$ cat src/hw/rtl/dbfb_pkg.sv
// ----------------------------------------------------------------------------
// dbfb_pkg: shared types and constants of the double-buffered framebuffer
// Holds the command/status structs, status codes, control offsets and
// register indexes used by the controller and the datapath.
// ----------------------------------------------------------------------------
package dbfb_pkg;

	localparam int MAX_BUFFER_BYTES_DEF = 16384;
	localparam int BYTES_PER_PIXEL      = 3;

	localparam int PROD_W  = 19;	// 8x8 pixel product times up to 4 bytes
	localparam int WIN_W   = 17;	// bus window plus one bit for 2S
	localparam int ADDR_W  = 16;
	localparam int DATA_W  = 8;
	localparam int CFG_IDX_W = 2;

	localparam logic [7:0] WIDTH_RESET  = 8'd64;
	localparam logic [7:0] HEIGHT_RESET = 8'd64;

	localparam logic [CFG_IDX_W-1:0] REG_WIDTH  = 2'd0;
	localparam logic [CFG_IDX_W-1:0] REG_HEIGHT = 2'd1;
	localparam logic [CFG_IDX_W-1:0] REG_DBUF   = 2'd2;

	typedef enum logic [2:0] {
		ST_OK       = 3'd0,
		ST_BAD_ADDR = 3'd1,
		ST_INVALID  = 3'd2,
		ST_UNMAPPED = 3'd3,
		ST_NO_BACK  = 3'd4
	} status_t;

	typedef enum logic [1:0] {
		CTL_CLEAR  = 2'd0,
		CTL_SWAP   = 2'd1,
		CTL_REDRAW = 2'd2,
		CTL_CRASH  = 2'd3
	} ctl_t;

	typedef struct packed {
		logic init_sweep;
		logic accept;
		logic load_rd;
		logic clear_sweep;
	} dbfb_cmd_t;

	typedef struct packed {
		logic is_read;
		logic is_clear;
		logic frame_empty;
		logic init_last;
		logic clear_last;
	} dbfb_stat_t;

endpackage

$ cat src/hw/rtl/dbfb_ctrl.sv
// ----------------------------------------------------------------------------
// dbfb_ctrl: framebuffer controller
// Sequences the reset clearing pass, bus accesses, clear sweeps and the
// result handshake.
// ----------------------------------------------------------------------------
module dbfb_ctrl (
	input  logic                 clk,
	input  logic                 arst_n,
	input  logic                 in_valid,
	output logic                 in_ready,
	output logic                 out_valid,
	input  logic                 out_ready,
	input  dbfb_pkg::dbfb_stat_t stat,
	output dbfb_pkg::dbfb_cmd_t  cmd
);

	typedef enum logic [4:0] {
		S_INIT  = 5'b00001,
		S_IDLE  = 5'b00010,
		S_READ  = 5'b00100,
		S_CLEAR = 5'b01000,
		S_RESP  = 5'b10000
	} state_t;

	state_t state_q, state_d;

	always_comb begin
		state_d   = state_q;
		cmd       = '0;
		in_ready  = 1'b0;
		out_valid = 1'b0;
		case (state_q)
			S_INIT: begin
				cmd.init_sweep = 1'b1;
				if (stat.init_last) begin
					state_d = S_IDLE;
				end
			end
			S_IDLE: begin
				in_ready = 1'b1;
				if (in_valid) begin
					cmd.accept = 1'b1;
					if (stat.is_read) begin
						state_d = S_READ;
					end else if (stat.is_clear && !stat.frame_empty) begin
						state_d = S_CLEAR;
					end else begin
						state_d = S_RESP;
					end
				end
			end
			S_READ: begin
				cmd.load_rd = 1'b1;
				state_d     = S_RESP;
			end
			S_CLEAR: begin
				cmd.clear_sweep = 1'b1;
				if (stat.clear_last) begin
					state_d = S_RESP;
				end
			end
			S_RESP: begin
				out_valid = 1'b1;
				if (out_ready) begin
					state_d = S_IDLE;
				end
			end
			default: begin
				state_d = S_INIT;
			end
		endcase
	end

	always_ff @(posedge clk or negedge arst_n) begin
		if (!arst_n) begin
			state_q <= S_INIT;
		end else begin
			state_q <= state_d;
		end
	end

endmodule

$ cat config.mk
export PLATFORM = sky130hd
export DESIGN_NAME = dbfb_ctrl
export DESIGN_NICKNAME = d
export VERILOG_FILES = /design/src/hw/rtl/dbfb_pkg.sv /design/src/hw/rtl/dbfb_ctrl.sv
export SDC_FILE = /design/constraint.sdc
export NUM_CORES = 1
export LEC_CHECK = 0
export BUFFER_PORTS_ARGS = -buffer_cell sky130_fd_sc_hd__buf_2
export CELL_PAD_IN_SITES_DETAIL_PLACEMENT = 1
export CELL_PAD_IN_SITES_GLOBAL_PLACEMENT = 1
export CORE_AREA = 2 2 39 41
export DETAILED_ROUTE_END_ITERATION = 7
export DIE_AREA = 0 0 41 43
export GPL_TIMING_DRIVEN = 0
export PLACE_DENSITY_LB_ADDON = 0.1
export SLEW_MARGIN = 25
export SYNTH_ARGS = -nofsm -noshare
export SYNTH_HDL_FRONTEND = slang
export SYNTH_SLANG_ARGS = --single-unit
$ cat constraint.sdc
create_clock -name clk -period 1.85 [get_ports clk]
set_input_delay 0.37 -clock clk [delete_from_list [all_inputs] [get_ports clk]]
set_output_delay 0.37 -clock clk [all_outputs]
set_load 0.01 [all_outputs]
==> impl_results.md <==
* WS Path Type: flip-flop to output port
* Primary FF master, synth: dfrtp_1
* P_leak at 0.273 nW
* Slack of the critical path at about 86 ps
* Synthesized area at 378 sq um
* Hold path startpoint: stat[4]
* Antenna violations before repair at 0
* Net Sw Frac at between 40% and 50%
* Final wirelength at 1.01 mm
* Fin. max-slew vios at 0
* DP Worst Slack at 212 ps
* Clock Sink Count at 5
* Critical Path RT at 1480 ps
* Sw Pwr at 0.000297 W
* Post-Layout Inst Area at 539 sq um
* Area post-placement at between 400 and 500 sq um
* Combined area of the multi-input logic cells at 244 sq um
* Number of enable flip-flop cells after synthesis at 0
* P per Cell Area at 1340 nW/um^2
* Ys Warns at 0
* Final clock skew at around 3.5 ps
* Core area at 1380 sq um
* Worst Max-Slew Pin Slew at 300 ps
* Clk buf depth at 2
* Synth Area per Inst at 8.40 sq um
* Largest Register: state_q
* DIE AREA at 1760 sq um
* Flop pwr share at 29.4%
* Worst-path clk slew at 40 ps
* Top cell type's share of synthesized area at 26.5%
* Number of synthesized register bits at 5
* Drt wl/cell at 12.4 microns
* Initial Utilization at 27.3%
* Internal power at 0.000428 W
* WP data arrival at 1390 ps
* Drt drc at 0
* Area contributors post-synth: dfrtp_1 (26%), dfstp_2 (7.0%), and3_1 (6.6%), buf_6 (6.0%), nor3_1 (5.3%)
* Layout cells sized above 1 at 41.5%
* TritonCTS clock tree: done
* Initial drt markers at 6
* Area Growth Syn to Fin at 42.7%
* TritonRoute pass-1 iters at 4
* Unrepaired setup endpoints after global routing: yes
* Worst setup SP type: flip-flop
* Clk root buf: clkbuf_4
* Crit. Startpoint: state_q[0]
* Port bufs at 14
* Vias/cell at 5.21
* Clock power share at roughly 17%
* GRT Overall Usage at between 10 and 15%
* Hold Worst Slack at 330 ps
* First-pass GRT wire length at 1.63 mm
* Htree depth at 1
* Gate power share at between 50% and 60%
* Total of max-cap violations at 0
* GP Congestion at between 0.6 and 0.7
* Die width at a little over 40 microns
* Worst-Skew Late Latency at 240 ps
* Cell count after synthesis at 45
* Run status: completed
* Final period util at 95.3%
* Post-layout min period at 1760 ps
* Max reg flops at 5
* Hold Path Class: input pin to flip-flop
* Final setup vio count at 0
* CP max FO at 6
* Worst rel slew slack at 80.0%
* DIE HEIGHT at 43 microns
* Nets at 75
* CTS buffer count at 3
* Share of async-settable or async-resettable flops after synthesis at between 90% and 100%
* Count leader, synth: nor2_1
* I/O pins at 15
* Mapped Nets at 54
* Netlist cell types at 26
* Ant. Diodes at 0
* Fin. Hold Viols at 0
* Highest ir drop seen on vdd at approximately 0.66 mV
* Largest area contributor in the netlist: dfrtp_1
* Routed vias at 422
* Reg2reg start: state_q[0]
* HPWL after DPL at 790 microns
* Grt ovf at 0
* Top Registers: state_q x5
* Vias in the first global route at 376
* Storage element area at 128 sq um
* Register area share after synthesis at 33.4%
* Row count at 14
* Filler cell count at 176
* Synth top cells by count: nor2_1 (5), and3_1 (4), dfrtp_1 (4), nor3_1 (4), inv_1 (3)
* ANT nets after route at 0
* CP endpoint kind: output port
* Peak Freq at roughly 570 MHz
* Largest net degree at the start of global routing at 11
==> critical path, stage by stage (launching register included) <==
cell and delay [ps]:
dfstp_2 570, inv_1 100, nor4_4 300, buf_2 170
==> area by class of cell <==
class	instances	share of cell area [%]
multi-input combinational	35	45.2
timing repair buffer	16	16.2
clock buffer	4	4.87
inverter	3	2.09
sequential	5	23.7
tap	16	3.71
buffer	2	4.18
==> path summary, 6_finish.rpt <==
path	endpoint	slack [ps]	cells past startpoint
max	cmd[3]	90	3
min	state_q[3]	330	2
max reg2reg	state_q[0]	260	5
min reg2reg	state_q[1]	650	2
max in group asynchronous	state_q[0]	1180	2
min in group asynchronous	state_q[4]	460	2
==> power groups by stage <==
stage	sequential, W	combinational, W	clock [W]
finish	0.000213	0.000388	0.000124
global route	0.000219	0.000440	0.000143
CTS	0.000205	0.000341	0.000132
detailed placement	0.000204	0.000327	0
global placement	0.000204	0.000324	0
floorplan	0.000191	0.000237	0
==> what timing repair did <==
| item | 4_1_cts | 5_1_grt |
|---|---|---|
| hold buffers | 1 | 0 |
| cloned | 0 | 0 |
| buffers inserted | 0 | 1 |
| hold endpoints to repair | 4 | 0 |
| setup endpoints to repair | 1 | 2 |
| resized for setup | 1 | 5 |
| pin swaps | 0 | 2 |
==> metrics by stage <==
step                total power, W  cells  TNS (ps)  utilization [%]
finish                    0.000725     81         0             39.0
global route              0.000803     81     -25.0             39.0
CTS                       0.000678     80         0             36.9
detailed placement        0.000532     75         0             33.8
global placement          0.000528     75         0             33.8
floorplan                 0.000428     45         0                -
==> kinds of logic after synthesis <==
logic type	count (synthesis)	share of synthesized area, %
simple gates	26	40.4
compound gates	8	14.9
flops	5	33.4
buf+inv	5	8.94
xor+xnor	1	2.32
==> metal layers <==
metal / global-route usage, % / part of all wire (%) / vias up
met5: 0 / 0 / -
met4: 8.00 / 0.79 / 0
met3: 5.24 / 7.9 / 3
met2: 19.7 / 46 / 17
met1: 17.4 / 45 / 196
li1: - / - / 206
==> layout by cell type (no fill, tap or decap) <==
cell and n:
or2_4 1, xor2_1 1, clkbuf_1 1, o31ai_1 1, inv_2 1, nor3_1 4, dfstp_2 1, nor3b_1 2
o21ai_0 1, a21oi_1 1, o21ai_1 1, nor4b_4 1, dlygate4sd3_1 1, clkbuf_4 3, nor2_1 5, inv_1 2
nand2b_1 1, nor4_4 1, and3_1 4, dfrtp_1 3, a221oi_1 1, dfrtp_2 1, a311oi_1 1, buf_4 1
nand3b_1 1, nand4b_1 1, nand3_1 2, nand2_1 2, a22oi_1 1, buf_6 2, nor2_2 1, o41ai_1 1
buf_2 14
No activity file was read; power rests on OpenSTA's default activity.
